## config.mk

```make
export PLATFORM = sky130hd
export DESIGN_NAME = websocket_frame_decoder_top
export DESIGN_NICKNAME = d
export VERILOG_FILES = /design/src/hw/rtl/wsfd_pkg.sv /design/src/hw/rtl/wsfd_front.sv /design/src/hw/rtl/wsfd_queue.sv /design/src/hw/rtl/wsfd_back.sv /design/src/hw/rtl/websocket_frame_decoder_top.sv
export SDC_FILE = /design/constraint.sdc
export NUM_CORES = 1
export LEC_CHECK = 0
export BUFFER_PORTS_ARGS = -buffer_cell sky130_fd_sc_hd__clkbuf_2
export CORE_ASPECT_RATIO = 0.8
export CORE_MARGIN = 3
export CORE_UTILIZATION = 50
export CTS_CLUSTER_SIZE = 24
export DETAILED_ROUTE_END_ITERATION = 7
export PLACE_DENSITY = 0.68
export SLEW_MARGIN = 5
export SYNTH_ARGS = -nofsm -noshare
export SYNTH_HDL_FRONTEND = slang
export SYNTH_SLANG_ARGS = --single-unit
```

## constraint.sdc

```tcl
create_clock -name clk -period 10.6 [get_ports clk]
set_input_delay 1.59 -clock clk [delete_from_list [all_inputs] [get_ports clk]]
set_output_delay 1.59 -clock clk [all_outputs]
set_load 0.03 [all_outputs]
```

## src/hw/rtl/wsfd_pkg.sv

```systemverilog
// ----------------------------------------------------------------------------
// wsfd_pkg
// Types and constants shared by the WebSocket frame decoder modules.
// ----------------------------------------------------------------------------
package wsfd_pkg;

	localparam int BYTE_W  = 8;
	localparam int LEN_W   = 64;
	localparam int TDATA_W = 152;

	// output tdata field positions
	localparam int FIN_LSB    = 0;
	localparam int RSV_LSB    = 1;
	localparam int OPCODE_LSB = 4;
	localparam int MASKED_LSB = 8;
	localparam int LEN_LSB    = 9;
	localparam int DATA_LSB   = 73;
	localparam int OFFSET_LSB = 81;

	localparam logic [6:0] LEN_CODE_16 = 7'd126;
	localparam logic [6:0] LEN_CODE_64 = 7'd127;
	localparam logic [2:0] EXT_CNT_16  = 3'd1;
	localparam logic [2:0] EXT_CNT_64  = 3'd7;
	localparam logic [1:0] MASK_LAST   = 2'd3;

	typedef enum logic [2:0] {
		PH_HDR0    = 3'd0,
		PH_HDR1    = 3'd1,
		PH_EXTLEN  = 3'd2,
		PH_MASK    = 3'd3,
		PH_PAYLOAD = 3'd4
	} phase_t;

	typedef enum logic {
		KIND_HEADER  = 1'b0,
		KIND_PAYLOAD = 1'b1
	} kind_t;

	typedef struct packed {
		kind_t              kind;
		logic               fin;
		logic [2:0]         rsv;
		logic [3:0]         opcode;
		logic               masked;
		logic [LEN_W-1:0]   length;
		logic [BYTE_W-1:0]  data;
		logic [BYTE_W-1:0]  key;
		logic [LEN_W-1:0]   offset;
		logic               done;
	} entry_t;

	typedef struct packed {
		logic full;
		logic valid;
	} q_status_t;

endpackage

```

## src/hw/rtl/wsfd_front.sv

```systemverilog
// ----------------------------------------------------------------------------
// wsfd_front
// Header parser: accepts stream bytes, tracks frame state and issues one
// queue entry per header event or payload byte.
// ----------------------------------------------------------------------------
module wsfd_front (
	input  logic                   clk,
	input  logic                   arst_n,
	input  logic                   in_valid,
	input  logic [7:0]             in_byte,
	input  wsfd_pkg::q_status_t    q_status,
	output logic                   in_ready,
	output logic                   push,
	output wsfd_pkg::entry_t       entry
);
	import wsfd_pkg::*;

	phase_t            phase_q, phase_d;
	logic [2:0]        ext_cnt_q, ext_cnt_d;
	logic [1:0]        mask_cnt_q, mask_cnt_d;
	logic              fin_q, fin_d;
	logic [2:0]        rsv_q, rsv_d;
	logic [3:0]        opcode_q, opcode_d;
	logic              masked_q, masked_d;
	logic [LEN_W-1:0]  len_q, len_d;
	logic [BYTE_W-1:0] key_q [4];
	logic [LEN_W-1:0]  pcnt_q, pcnt_d;
	logic [LEN_W-1:0]  pcnt_inc;
	logic              key_we;
	logic              accept;
	logic              emit_hdr;
	logic              emit_pay;
	logic              after_len;

	assign in_ready = !q_status.full;
	assign accept   = in_valid && in_ready;
	assign pcnt_inc = pcnt_q + LEN_W'(1);

	always_comb begin
		phase_d    = phase_q;
		ext_cnt_d  = ext_cnt_q;
		mask_cnt_d = mask_cnt_q;
		fin_d      = fin_q;
		rsv_d      = rsv_q;
		opcode_d   = opcode_q;
		masked_d   = masked_q;
		len_d      = len_q;
		pcnt_d     = pcnt_q;
		key_we     = 1'b0;
		emit_hdr   = 1'b0;
		emit_pay   = 1'b0;
		after_len  = 1'b0;
		unique case (phase_q)
			PH_HDR0: begin
				fin_d    = in_byte[7];
				rsv_d    = in_byte[6:4];
				opcode_d = in_byte[3:0];
				phase_d  = PH_HDR1;
			end
			PH_HDR1: begin
				masked_d = in_byte[7];
				if (in_byte[6:0] == LEN_CODE_16 || in_byte[6:0] == LEN_CODE_64) begin
					len_d     = '0;
					ext_cnt_d = (in_byte[6:0] == LEN_CODE_16) ? EXT_CNT_16 : EXT_CNT_64;
					phase_d   = PH_EXTLEN;
				end else begin
					len_d     = LEN_W'(in_byte[6:0]);
					after_len = 1'b1;
				end
			end
			PH_EXTLEN: begin
				len_d = {len_q[LEN_W-BYTE_W-1:0], in_byte};
				if (ext_cnt_q == '0) begin
					after_len = 1'b1;
				end else begin
					ext_cnt_d = ext_cnt_q - 3'd1;
				end
			end
			PH_MASK: begin
				key_we = 1'b1;
				if (mask_cnt_q == MASK_LAST) begin
					mask_cnt_d = '0;
					emit_hdr   = 1'b1;
				end else begin
					mask_cnt_d = mask_cnt_q + 2'd1;
				end
			end
			PH_PAYLOAD: begin
				emit_pay = 1'b1;
				pcnt_d   = pcnt_inc;
				if (pcnt_inc == len_q) begin
					phase_d = PH_HDR0;
				end
			end
			default: begin
				phase_d = PH_HDR0;
			end
		endcase
		if (after_len) begin
			if (masked_d) begin
				mask_cnt_d = '0;
				phase_d    = PH_MASK;
			end else begin
				emit_hdr = 1'b1;
			end
		end
		if (emit_hdr) begin
			pcnt_d  = '0;
			phase_d = (len_d == '0) ? PH_HDR0 : PH_PAYLOAD;
		end
	end

	always_comb begin
		entry.kind   = emit_pay ? KIND_PAYLOAD : KIND_HEADER;
		entry.fin    = fin_d;
		entry.rsv    = rsv_d;
		entry.opcode = opcode_d;
		entry.masked = masked_d;
		entry.length = len_d;
		entry.data   = emit_pay ? in_byte : '0;
		entry.key    = (emit_pay && masked_q) ? key_q[pcnt_q[1:0]] : '0;
		entry.offset = emit_pay ? pcnt_q : '0;
		entry.done   = emit_pay ? (pcnt_inc == len_q) : (len_d == '0);
	end

	assign push = accept && (emit_hdr || emit_pay);

	always_ff @(posedge clk or negedge arst_n) begin
		if (!arst_n) begin
			phase_q    <= PH_HDR0;
			ext_cnt_q  <= '0;
			mask_cnt_q <= '0;
			fin_q      <= 1'b0;
			rsv_q      <= '0;
			opcode_q   <= '0;
			masked_q   <= 1'b0;
			len_q      <= '0;
			pcnt_q     <= '0;
			for (int i = 0; i < 4; i++) begin
				key_q[i] <= '0;
			end
		end else if (accept) begin
			phase_q    <= phase_d;
			ext_cnt_q  <= ext_cnt_d;
			mask_cnt_q <= mask_cnt_d;
			fin_q      <= fin_d;
			rsv_q      <= rsv_d;
			opcode_q   <= opcode_d;
			masked_q   <= masked_d;
			len_q      <= len_d;
			pcnt_q     <= pcnt_d;
			if (key_we) begin
				key_q[mask_cnt_q] <= in_byte;
			end
		end
	end

endmodule

```

## src/hw/rtl/wsfd_queue.sv

```systemverilog
// ----------------------------------------------------------------------------
// wsfd_queue
// Two-entry queue between parser and output stage.
// ----------------------------------------------------------------------------
module wsfd_queue (
	input  logic                   clk,
	input  logic                   arst_n,
	input  logic                   push,
	input  wsfd_pkg::entry_t       wr_entry,
	input  logic                   pop,
	output wsfd_pkg::q_status_t    status,
	output wsfd_pkg::entry_t       rd_entry
);
	import wsfd_pkg::*;

	entry_t     mem_q [2];
	logic       wr_ptr_q;
	logic       rd_ptr_q;
	logic [1:0] count_q;
	logic       do_push;
	logic       do_pop;

	assign status.full  = (count_q == 2'd2);
	assign status.valid = (count_q != 2'd0);
	assign do_push      = push && !status.full;
	assign do_pop       = pop && status.valid;
	assign rd_entry     = mem_q[rd_ptr_q];

	always_ff @(posedge clk) begin
		if (do_push) begin
			mem_q[wr_ptr_q] <= wr_entry;
		end
	end

	always_ff @(posedge clk or negedge arst_n) begin
		if (!arst_n) begin
			wr_ptr_q <= 1'b0;
			rd_ptr_q <= 1'b0;
			count_q  <= '0;
		end else begin
			if (do_push) begin
				wr_ptr_q <= !wr_ptr_q;
			end
			if (do_pop) begin
				rd_ptr_q <= !rd_ptr_q;
			end
			unique case ({do_push, do_pop})
				2'b10:   count_q <= count_q + 2'd1;
				2'b01:   count_q <= count_q - 2'd1;
				default: count_q <= count_q;
			endcase
		end
	end

endmodule

```

## src/hw/rtl/wsfd_back.sv

```systemverilog
// ----------------------------------------------------------------------------
// wsfd_back
// Output stage: unmasks payload bytes and holds the result item register.
// ----------------------------------------------------------------------------
module wsfd_back (
	input  logic                       clk,
	input  logic                       arst_n,
	input  wsfd_pkg::q_status_t        q_status,
	input  wsfd_pkg::entry_t           q_entry,
	output logic                       pop,
	output logic                       m_tvalid,
	input  logic                       m_tready,
	output logic [wsfd_pkg::TDATA_W-1:0] m_tdata,
	output logic                       m_tuser,
	output logic                       m_tlast
);
	import wsfd_pkg::*;

	logic load;

	assign load = q_status.valid && (!m_tvalid || m_tready);
	assign pop  = load;

	always_ff @(posedge clk or negedge arst_n) begin
		if (!arst_n) begin
			m_tvalid <= 1'b0;
		end else if (!m_tvalid || m_tready) begin
			m_tvalid <= q_status.valid;
		end
	end

	always_ff @(posedge clk) begin
		if (load) begin
			m_tdata <= {
				7'd0,
				q_entry.offset,
				q_entry.data ^ q_entry.key,
				q_entry.length,
				q_entry.masked,
				q_entry.opcode,
				q_entry.rsv,
				q_entry.fin
			};
			m_tuser <= q_entry.kind;
			m_tlast <= q_entry.done;
		end
	end

endmodule

```

## src/hw/rtl/websocket_frame_decoder_top.sv

```systemverilog
// ----------------------------------------------------------------------------
// websocket_frame_decoder_top
// Path: a result item is written to a queue entry at the edge that accepts
// the byte causing it, then loaded into the output register (m_ ports).
// Throughput: one byte per cycle; s_tready drops only when the two-entry
// queue is full while m_tready is held low.
// Reset: arst_n clears parser state and empties queue and output register.
// ----------------------------------------------------------------------------
module websocket_frame_decoder_top (
	input  logic                        clk,
	input  logic                        arst_n,
	input  logic                        s_tvalid,
	output logic                        s_tready,
	input  logic [7:0]                  s_tdata,   // rx_byte[7:0]
	output logic                        m_tvalid,
	input  logic                        m_tready,
	// fin, rsv[3], opcode[4], masked, payload_length[64], data_out[8],
	// byte_offset[64], zero fill
	output logic [wsfd_pkg::TDATA_W-1:0] m_tdata,
	output logic                        m_tuser,   // kind
	output logic                        m_tlast    // frame_done
);
	import wsfd_pkg::*;

	q_status_t q_status;
	entry_t    wr_entry;
	entry_t    rd_entry;
	logic      push;
	logic      pop;

	wsfd_front u_front (
		.clk      (clk),
		.arst_n   (arst_n),
		.in_valid (s_tvalid),
		.in_byte  (s_tdata),
		.q_status (q_status),
		.in_ready (s_tready),
		.push     (push),
		.entry    (wr_entry)
	);

	wsfd_queue u_queue (
		.clk      (clk),
		.arst_n   (arst_n),
		.push     (push),
		.wr_entry (wr_entry),
		.pop      (pop),
		.status   (q_status),
		.rd_entry (rd_entry)
	);

	wsfd_back u_back (
		.clk      (clk),
		.arst_n   (arst_n),
		.q_status (q_status),
		.q_entry  (rd_entry),
		.pop      (pop),
		.m_tvalid (m_tvalid),
		.m_tready (m_tready),
		.m_tdata  (m_tdata),
		.m_tuser  (m_tuser),
		.m_tlast  (m_tlast)
	);

endmodule

```

==> impl_metrics.tcl, run 1 <==
set metrics [dict create \
    drc 0 \
    p_leak_nw 12.2 \
    syn_area_um2 28100 \
    die_w_um 271 \
    vias 17855 \
    period_share_pct 46.8 \
    drtIter0Drc 1699 \
    cpMaxStageDelayCell "dfrtp_1" \
    min_period_ps 4960 \
    path_depth 10 \
    cts.sinks 639 \
    fin_skew_ps 19.4 \
    drt-pass1-iter-count 5 \
    clkLatencyLatePin_ps 630 \
    antennaDiodeCount 0 \
    critPathMaxFanout 17 \
    cts.repair.resized 0 \
    worstMarginPinSlew_ps 1150 \
    clock.fmax_mhz 202 \
    cp-end-kind "register" \
    p_sw_share_pct 34.2 \
    die_y_um 218 \
    crit_chain "ha_1 > and4_1 > nand4_1 > nor3_1 > nand2_1 > xnor2_1 > a2111o_1 > or4_1 > nor4_2 > mux2_2" \
    async_flop_share_pct 28.5 \
    powerDensity_nw_per_um2 262 \
    cts_buffers 61 \
    drt.antenna.violating_nets 0 \
    critical_path_required_ps 11090 \
    cts_tree "yes" \
    area_growth_pct 12.3 \
    synthCells 2099 \
    io_buffers 160 \
    io-pin-count 168 \
    critPathTopFamily "simple AND/OR/NAND/NOR gates" \
    worst-setup-path-type "reg2reg" \
    htreeDepth 2 \
    fillCellCount 4444 \
    seqPwrFrac_pct 44.8 \
    drive_above_1_share_pct 22.6 \
    grt_util_all_layers_pct 23.4 \
    wl_um 69500 \
    synthTopCellsByArea "edfxtp_1 (49%), dfrtp_1 (16%), mux2_2 (7.3%), a22o_1 (3.0%), o21ai_0 (2.4%)" \
    ys.flop_type "edfxtp_1" \
    die_area_um2 59100 \
    final_util_pct 57.0 \
    synth_area_leader_cell "edfxtp_1" \
    p_comb_share_pct 27.7 \
    hp-class "reg2reg" \
    grt_pass1_vias 17687 \
    grt_overflow 0 \
    cts_root_buf "clkbuf_16" \
    setup_slack_ps 5640 \
    antenna_found_initial 1 \
    ys_seq_elements 639 \
    nets 2218 \
    fin_tns_setup_ps 0 \
    critPathBufInv 0 \
    setup_viol 0 \
    start_util_pct 50.7 \
    drv_cap 0 \
    synth.distinct_cells 71 \
    routedWlPerCell_um 23.2 \
    status "finished clean" \
    slowest_delay_ps 1010 \
    synth_area_per_cell_um2 13.4 \
    max_slew_margin_pct 23.2 \
    cp-start-kind "register" \
    synth_top_area_share_pct 48.8 \
    core.rowCount 77 \
    dp_cells 2885 \
    vias_per_cell 5.95 \
    rsz0062_at_grt "no" \
    clkSlewWorstSetupHoldPaths_ps 60 \
    grt_max_degree 80 \
    place_hpwl_um 46000 \
    worst_r2r_path_depth 10 \
    place_ws_ps 5460 \
    p_clk_share_pct 27.5 \
    postCtsSetupBuffers 0 \
    place_congestion 0.965 \
    grt_pass1_wl_um 107000 \
    slew_violations 0 \
    hold_viol 0 \
    yosysSeqAreaShare_pct 65.0 \
    critPathArrivalTime_ps 5450 \
    cts.path.max_buffers 3 \
    core_area_um2 55400 \
    p_sw_mw 2.83 \
    holdPathStages 2 \
    r2r_slack_ps 5640 \
    synth_edf_count 457 \
    intPower_mw 5.44 \
    cts_hold_buf 0 \
    ir_drop_uv 204 \
    yosysWarnings 0 \
    stdcell_count 3000 \
]
==> sequential cells by signal (all words and copies together), names as in the netlist <==
register and count:
u_back.m_tdata 145, u_back.m_tlast 1, u_back.m_tuser 1, u_back.m_tvalid 1
u_front.ext_cnt_q 3, u_front.fin_q 1, u_front.key_q 32, u_front.len_q 64
u_front.mask_cnt_q 2, u_front.masked_q 1, u_front.opcode_q 4, u_front.pcnt_q 64
u_front.phase_q 3, u_front.rsv_q 3, u_queue.count_q 2, u_queue.mem_q 310
u_queue.rd_ptr_q 1, u_queue.wr_ptr_q 1
==> cells in the mapped netlist, types with 3 or more instances <==
cell      number
a31oi_1       12
mux2_2       181
nor2_1        76
buf_2         21
or3_1          9
or4_1          8
nand2b_1       7
xor2_1        42
nor2b_1       40
a21oi_1       79
or4_4          3
dfrtp_1      182
buf_1         11
and4_1        14
nand2_1      140
o41ai_1        5
nor4_1        27
mux2i_1        6
nand4_1       47
a211oi_1       4
nor3b_1        3
mux4_2         8
nor4_4         3
o21ai_0      132
nand3_1       37
nor3_1        27
ha_1           8
edfxtp_1     457
inv_1         20
nor4b_1        7
clkbuf_1     116
a21o_1         4
o31ai_1       25
and3_1        97
a22o_1        96
and2_1        18
xnor2_1       75
buf_4         10
==> per-stage QoR <==
stage | cell area, µm² | power, mW | hold WS (ps)
floorplan | 28100 | 5.38 | 442
global placement | 29500 | 6.00 | 454
detailed placement | 29500 | 6.05 | 463
CTS | 31600 | 8.33 | 479
global route | 31600 | 8.62 | 488
finish | 31600 | 8.26 | 477
==> layout make-up <==
| class | instances | area (µm²) | area share [%] |
|---|---|---|---|
| tap | 750 | 938 | 2.97 |
| multi-input combinational | 1286 | 9160 | 29.0 |
| timing repair buffer | 190 | 1030 | 3.27 |
| inverter | 20 | 75.1 | 0.238 |
| clock buffer | 71 | 1560 | 4.95 |
| sequential | 639 | 18300 | 57.9 |
| clock inverter | 44 | 527 | 1.67 |
==> path summary, 6_finish.rpt <==
kind                                                 start                               to
min                        u_front.opcode_q[2]$_DFFE_PN0P_  u_front.opcode_q[2]$_DFFE_PN0P_
min in group asynchronous                           arst_n    u_front.key_q[17]$_DFFE_PN0P_
max in group asynchronous                           arst_n   u_front.pcnt_q[45]$_DFFE_PN0P_
max                          u_front.pcnt_q[0]$_DFFE_PN0P_    u_queue.mem_q[1][0]$_DFFE_PP_
max reg2reg                  u_front.pcnt_q[0]$_DFFE_PN0P_    u_queue.mem_q[1][0]$_DFFE_PP_
min reg2reg                u_front.opcode_q[2]$_DFFE_PN0P_  u_front.opcode_q[2]$_DFFE_PN0P_
==> layout by cell type (no fill, tap or decap), drive strengths merged, types with 3 or more instances in the layout <==
master	count
bufinv	10
or4	11
mux4	8
nor3	28
nor4b	7
a211oi	4
and2	19
nand3	38
nand4	50
clkbuf	230
clkinv	23
and4	14
nand2b	7
clkinvlp	5
xnor2	75
o41ai	5
a31oi	12
and3	97
nand2	140
ha	8
a22o	96
o21ai	133
o31ai	25
inv	26
nor2b	40
xor2	43
buf	31
a21oi	79
a21o	4
nor4	32
edfxtp	457
nor3b	3
conb	7
dfrtp	182
mux2i	6
nor2	78
mux2	181
or3	9
==> per-layer routing <==
metal	share of wire (%)	track usage (%)	vias up
li1	-	-	8080
met1	43	33.3	9015
met2	48	37.8	655
met3	6.6	3.66	105
met4	2.2	6.33	0
met5	0	0	-
==> power groups by stage <==
stage               sequential, mW  combinational (mW)  clock, mW
detailed placement            3.76                2.29          0
global route                  3.76                2.45       2.41
global placement              3.73                2.26          0
floorplan                     4.19                1.19          0
finish                        3.70                2.29       2.27
CTS                           3.71                2.31       2.32
==> tightest hold or removal path: cells and delay by family, from the launching register on <==
kind	cells	cell delay, ps
flip-flops	1	340
AND/OR/NAND/NOR	2	100
==> logic make-up after synthesis <==
logic type,share of synthesized area [%]
other cells,0.0133
flops,65.0
mux,8.11
fa+ha+maj,0.356
xor+xnor,3.70
simple gates,11.3
compound gates,8.81
buf+inv,2.66
(Power assumes the default switching activity.)
==> run 2: changes to the inputs <==
==> constraint.sdc (replaced) <==
create_clock -name clk -period 4.7 [get_ports clk]
set_input_delay 0.705 -clock clk [delete_from_list [all_inputs] [get_ports clk]]
set_output_delay 0.705 -clock clk [all_outputs]
set_load 0.03 [all_outputs]
==> run 2 against run 1 <==
Against the previous run: register-to-register slack worse by 5300 ps; sequential power is 130% higher; clock power rose by 130%; maximum frequency grew 14%; core utilization increased by 0.75 points; cell count is 1.1% higher; setup slack worse by 5300 ps; non-clock buffer count grew 28; final area increased by 1.3%; sequential cell count is the same; wire length grew 2.4%; critical path type unchanged; largest power group unchanged.
==> impl_metrics.tcl, run 2 (same netlist as run 1, synthesis figures left out) <==
set metrics [dict create \
    start_util_pct 50.7 \
    fin_tns_setup_ps 0 \
    grtUsageMet3_pct 5.03 \
    grt_most_used_layer "met2" \
    hold_viol 0 \
    htreeDepth 3 \
    max_slew_margin_pct 32.3 \
    crit_chain "ha_1 > and4_1 > nand4_1 > nor3_1 > buf_4 > nand2_1 > xnor2_1 > a2111o_1 > or4_1 > nor4_2 > mux2_2" \
    cts_buffers 66 \
    grt_util_all_layers_pct 24.0 \
    clkSlewWorstSetupHoldPaths_ps 70 \
    cp-start-kind "register" \
    vias_per_cell 5.91 \
    core.rowCount 77 \
    slew_violations 0 \
    met2_usage_pct 37.9 \
    cts.path.max_buffers 3 \
    critPathBufInv 1 \
    worst_r2r_path_depth 11 \
    cts_tree "yes" \
    ir_drop_uv 424 \
    cp-end-kind "register" \
    fin_skew_ps 23.5 \
    setup_viol 0 \
    regMostFlops "u_queue.mem_q" \
    min_period_ps 4340 \
    cts_root_buf "clkbuf_16" \
    hp-class "in2reg" \
    critPathMaxFanout 15 \
    grt_overflow 0 \
    area_growth_pct 13.8 \
    worst-setup-path-type "reg2reg" \
    drc 0 \
    vias 17926 \
    routedWlPerCell_um 23.5 \
    period_share_pct 92.3 \
    p_leak_nw 12.4 \
    dpl_cell_area_um2 29800 \
    cpMaxStageDelayCell "dfrtp_1" \
    die_w_um 271 \
    die_area_um2 59100 \
    final_common_cell "edfxtp_1" \
    holdPathStages 2 \
    powerDensity_nw_per_um2 589 \
    io_buffers 160 \
    clock.fmax_mhz 230 \
    drv_cap 0 \
    drtIter0Drc 1569 \
    grt_max_degree 147 \
    antenna_found_initial 1 \
    fillCellCount 4398 \
    nets 2251 \
    core_area_um2 55400 \
    io-pin-count 168 \
    clkLatencyLatePin_ps 620 \
    largest_reg_flops 310 \
    cts.sinks 639 \
    antennaDiodeCount 0 \
    worstMarginPinSlew_ps 1010 \
    path_depth 11 \
    drt-pass1-iter-count 5 \
    top_regs "u_queue.mem_q x310, u_back.m_tdata x145" \
    drt.antenna.violating_nets 0 \
    place_hpwl_um 48100 \
    critical_path_required_ps 5180 \
    grt_pass1_wl_um 109000 \
    wl_um 71200 \
    rsz0062_at_grt "no" \
    die_y_um 218 \
    place_ws_ps 484 \
    fin_area_um2 32000 \
    place_congestion 0.985 \
    drive_above_1_share_pct 23.9 \
    critPathArrivalTime_ps 4810 \
    final_cell_mix "edfxtp_1 (457), mux2_2 (181), dfrtp_1 (180)" \
    grt_pass1_vias 17968 \
    met1_usage_pct 33.4 \
    critPathTopFamily "simple AND/OR/NAND/NOR gates" \
    setup_slack_ps 361 \
    status "finished clean" \
    slowest_delay_ps 760 \
]
run 2: cell count changes in the layout (fill, tap and decap cells not counted), sizes merged:
cell,delta
dlygate4sd3,+1
buf,+27
clkinv,+4
inv,+1
clkbuf,+7
bufinv,-5
clkinvlp,-1
run 2: per-stage QoR:
stage / cells / hold WS, ps / total power [mW] / util (%)
floorplan: 2105 / 409 / 12.0 / -
global placement: 2912 / 454 / 13.6 / 53.8
detailed placement: 2912 / 467 / 13.7 / 53.8
CTS: 3034 / 273 / 19.0 / 57.8
global route: 3034 / 306 / 19.7 / 57.8
finish: 3034 / 306 / 18.8 / 57.8
run 2: worst reg2reg max path, stage by stage, from the launching register on:
cell	delay, ps
dfrtp_1	760
ha_1	400
and4_1	340
nand4_1	410
nor3_1	300
buf_4	180
nand2_1	80
xnor2_1	150
a2111o_1	360
or4_1	420
nor4_2	530
mux2_2	280
run 2: cell type report:
class / instances / area [µm²] / share of cell area, %
Clock buffer: 78 / 1770 / 5.53
Multi-Input combinational cell: 1286 / 9170 / 28.7
Clock inverter: 43 / 413 / 1.29
Tap cell: 750 / 938 / 2.93
Timing Repair Buffer: 218 / 1350 / 4.20
Sequential cell: 639 / 18300 / 57.1
Inverter: 20 / 75.1 / 0.235
run 2: power breakdown:
group	leakage [nW]	total, mW	internal, mW	switching (mW)
combinational	4.61	5.25	1.71	3.54
clock	1.06	5.26	3.02	2.25
sequential	6.78	8.33	7.65	0.676
run 2: what timing repair did:
action                    in CTS  in global routing
setup buffers                  0                  0
resized for setup              0                  0
hold buffers                   1                  0
hold endpoints to repair      33                  0
run 2: routing by layer:
layer,routed length (µm),up-vias
met1,31300,9061
met2,33100,599
met4,2350,0
li1,-,8150
met5,0,-
met3,4340,116
run 2: path summary, 6_finish.rpt:
check / start / end / slack, ps
worst max-delay path: u_front.pcnt_q[1]$_DFFE_PN0P_ / u_queue.mem_q[0][0]$_DFFE_PP_ / 360
max in group asynchronous: arst_n / u_front.pcnt_q[62]$_DFFE_PN0P_ / 2940
min in group asynchronous: arst_n / u_front.rsv_q[1]$_DFFE_PN0P_ / 550
worst max register to register: u_front.pcnt_q[1]$_DFFE_PN0P_ / u_queue.mem_q[0][0]$_DFFE_PP_ / 360
worst min register to register: u_front.rsv_q[2]$_DFFE_PN0P_ / u_front.rsv_q[2]$_DFFE_PN0P_ / 480
worst min-delay path: m_tready / u_back.m_tvalid$_DFFE_PN0N_ / 310
==> run 3: changes to the inputs <==
==> constraint.sdc (replaced) <==
create_clock -name clk -period 5.56 [get_ports clk]
set_input_delay 0.834 -clock clk [delete_from_list [all_inputs] [get_ports clk]]
set_output_delay 0.834 -clock clk [all_outputs]
set_load 0.03 [all_outputs]
==> run 3 against run 2 <==
Against the previous run: maximum frequency decreased by 0.35%; sequential share of layout area increased by 0.47 points; final area decreased by 0.82%; register-to-register slack improved by 840 ps; worst hold slack got worse by 100 ps; clock-buffer cell count decreased by 2; cell count decreased by 0.63%; clock power decreased by 20%; critical endpoint unchanged; highest routed layer unchanged.
==> impl_metrics.tcl, run 3 (same netlist as run 1, synthesis figures left out) <==
set metrics [dict create \
    min_period_ps 4350 \
    critPathTopFamily "simple AND/OR/NAND/NOR gates" \
    cts_buffers 61 \
    grt_max_degree 118 \
    cpMaxStageDelayCell "dfrtp_1" \
    grt_pass1_wl_um 111000 \
    fin_total_pwr_mw 15.7 \
    die_w_um 271 \
    hold_viol 0 \
    cp-start-kind "register" \
    critPathArrivalTime_ps 4860 \
    slowest_delay_ps 760 \
    clock.fmax_mhz 230 \
    nets 2231 \
    seqPwrFrac_pct 45.2 \
    ir_drop_uv 402 \
    p_sw_mw 5.43 \
    cp-end-kind "register" \
    clkLatencyLatePin_ps 640 \
    fin_skew_ps 20.1 \
    cts.sinks 639 \
    max_slew_margin_pct 26.5 \
    cts_tree "yes" \
    place_congestion 0.950 \
    grt_overflow 0 \
    wl_um 73100 \
    drc 0 \
    antenna_found_initial 1 \
    final_common_cell "edfxtp_1" \
    io-pin-count 168 \
    slew_violations 0 \
    io_buffers 160 \
    cts_hold_buf 0 \
    p_sw_share_pct 34.6 \
    routedWlPerCell_um 24.2 \
    fin_tns_setup_ps 0 \
    vias 18035 \
    drtIter0Drc 1772 \
    p_leak_nw 12.3 \
    drv_cap 0 \
    final_util_pct 57.3 \
    top_regs "u_queue.mem_q x310, u_back.m_tdata x145" \
    start_util_pct 50.7 \
    critPathBufInv 0 \
    htreeDepth 2 \
    rsz0062_at_grt "no" \
    largest_reg_flops 310 \
    die_area_um2 59100 \
    p_comb_share_pct 28.0 \
    place_hpwl_um 49100 \
    core.rowCount 77 \
    worstMarginPinSlew_ps 1100 \
    powerDensity_nw_per_um2 495 \
    drt-pass1-iter-count 5 \
    core_area_um2 55400 \
    clkSlewWorstSetupHoldPaths_ps 60 \
    vias_per_cell 5.98 \
    crit_chain "ha_1 > and4_1 > nand4_1 > nor4_1 > xnor2_1 > o311ai_1 > nor4b_1 > nand4_1 > nor4_2 > mux2_2" \
    postCtsSetupBuffers 0 \
    critPathMaxFanout 15 \
    p_clk_share_pct 26.8 \
    cts.repair.resized 0 \
    final_cell_mix "edfxtp_1 (457), mux2_2 (181), dfrtp_1 (180)" \
    area_growth_pct 12.9 \
    cts_root_buf "clkbuf_16" \
    regMostFlops "u_queue.mem_q" \
    critical_path_required_ps 6060 \
    grt_util_all_layers_pct 24.4 \
    cts.path.max_buffers 3 \
    period_share_pct 78.3 \
    drive_above_1_share_pct 23.1 \
    setup_viol 0 \
    cpMostUsedCell "nand4_1" \
    die_y_um 218 \
    worst-setup-path-type "reg2reg" \
    status "finished clean" \
    grt_pass1_vias 17643 \
    drt.antenna.violating_nets 0 \
    intPower_mw 10.3 \
    hp-class "in2async" \
]
run 3: cell count changes in the layout (fill, tap and decap cells not counted), sizes merged:
cell	previous run	this run
bufinv	5	6
diode	0	1
dlygate4sd3	1	0
clkinv	27	31
buf	58	44
inv	27	22
clkbuf	237	235
clkinvlp	4	1
run 3: worst paths after layout:
path	startpoint	to	slack (ps)	depth (start not counted)
worst min-delay path	arst_n	u_front.rsv_q[1]$_DFFE_PN0P_	210	1
min in group clk	m_tready	u_back.m_tvalid$_DFFE_PN0N_	390	2
worst min register to register	u_front.rsv_q[2]$_DFFE_PN0P_	u_front.rsv_q[2]$_DFFE_PN0P_	470	2
max in group asynchronous	arst_n	u_front.pcnt_q[50]$_DFFE_PN0P_	4160	2
worst max-delay path	u_front.pcnt_q[1]$_DFFE_PN0P_	u_queue.mem_q[0][0]$_DFFE_PP_	1210	10
worst max register to register	u_front.pcnt_q[1]$_DFFE_PN0P_	u_queue.mem_q[0][0]$_DFFE_PP_	1210	10
run 3: per-layer routing:
| metal | track usage (%) | part of all wire, % | vias up |
|---|---|---|---|
| met5 | 0 | 0 | - |
| met4 | 6.88 | 2.5 | 0 |
| met3 | 4.09 | 6.0 | 121 |
| met2 | 39.2 | 47 | 607 |
| met1 | 34.7 | 44 | 9181 |
| li1 | - | - | 8126 |
run 3: stage by stage:
stage	hold slack [ps]	std cells	instance area, µm²	setup WS, ps
after floorplan	442	2105	28100	-1170
after global placement	454	2898	29700	1350
after detailed placement	460	2898	29700	1250
after CTS	227	3014	31700	1240
after global routing	232	3014	31700	1020
final	207	3015	31700	1210
run 3: power by group through the flow:
stage                     combinational [mW]  sequential [mW]  clock, mW
after floorplan                         2.28             7.86          0
after global placement                  4.37             7.14          0
after detailed placement                4.43             7.19          0
after CTS                               4.45             7.10       4.29
after global routing                    4.71             7.18       4.49
final                                   4.40             7.09       4.21
run 3: layout make-up:
cell class	instances	area, µm²
antenna	1	2.50
timing repair buffer	203	1220
clock buffer	76	1620
tap	750	938
clock inverter	40	428
inverter	20	75.1
multi-input combinational	1286	9170
sequential	639	18300
fill	4455	23700
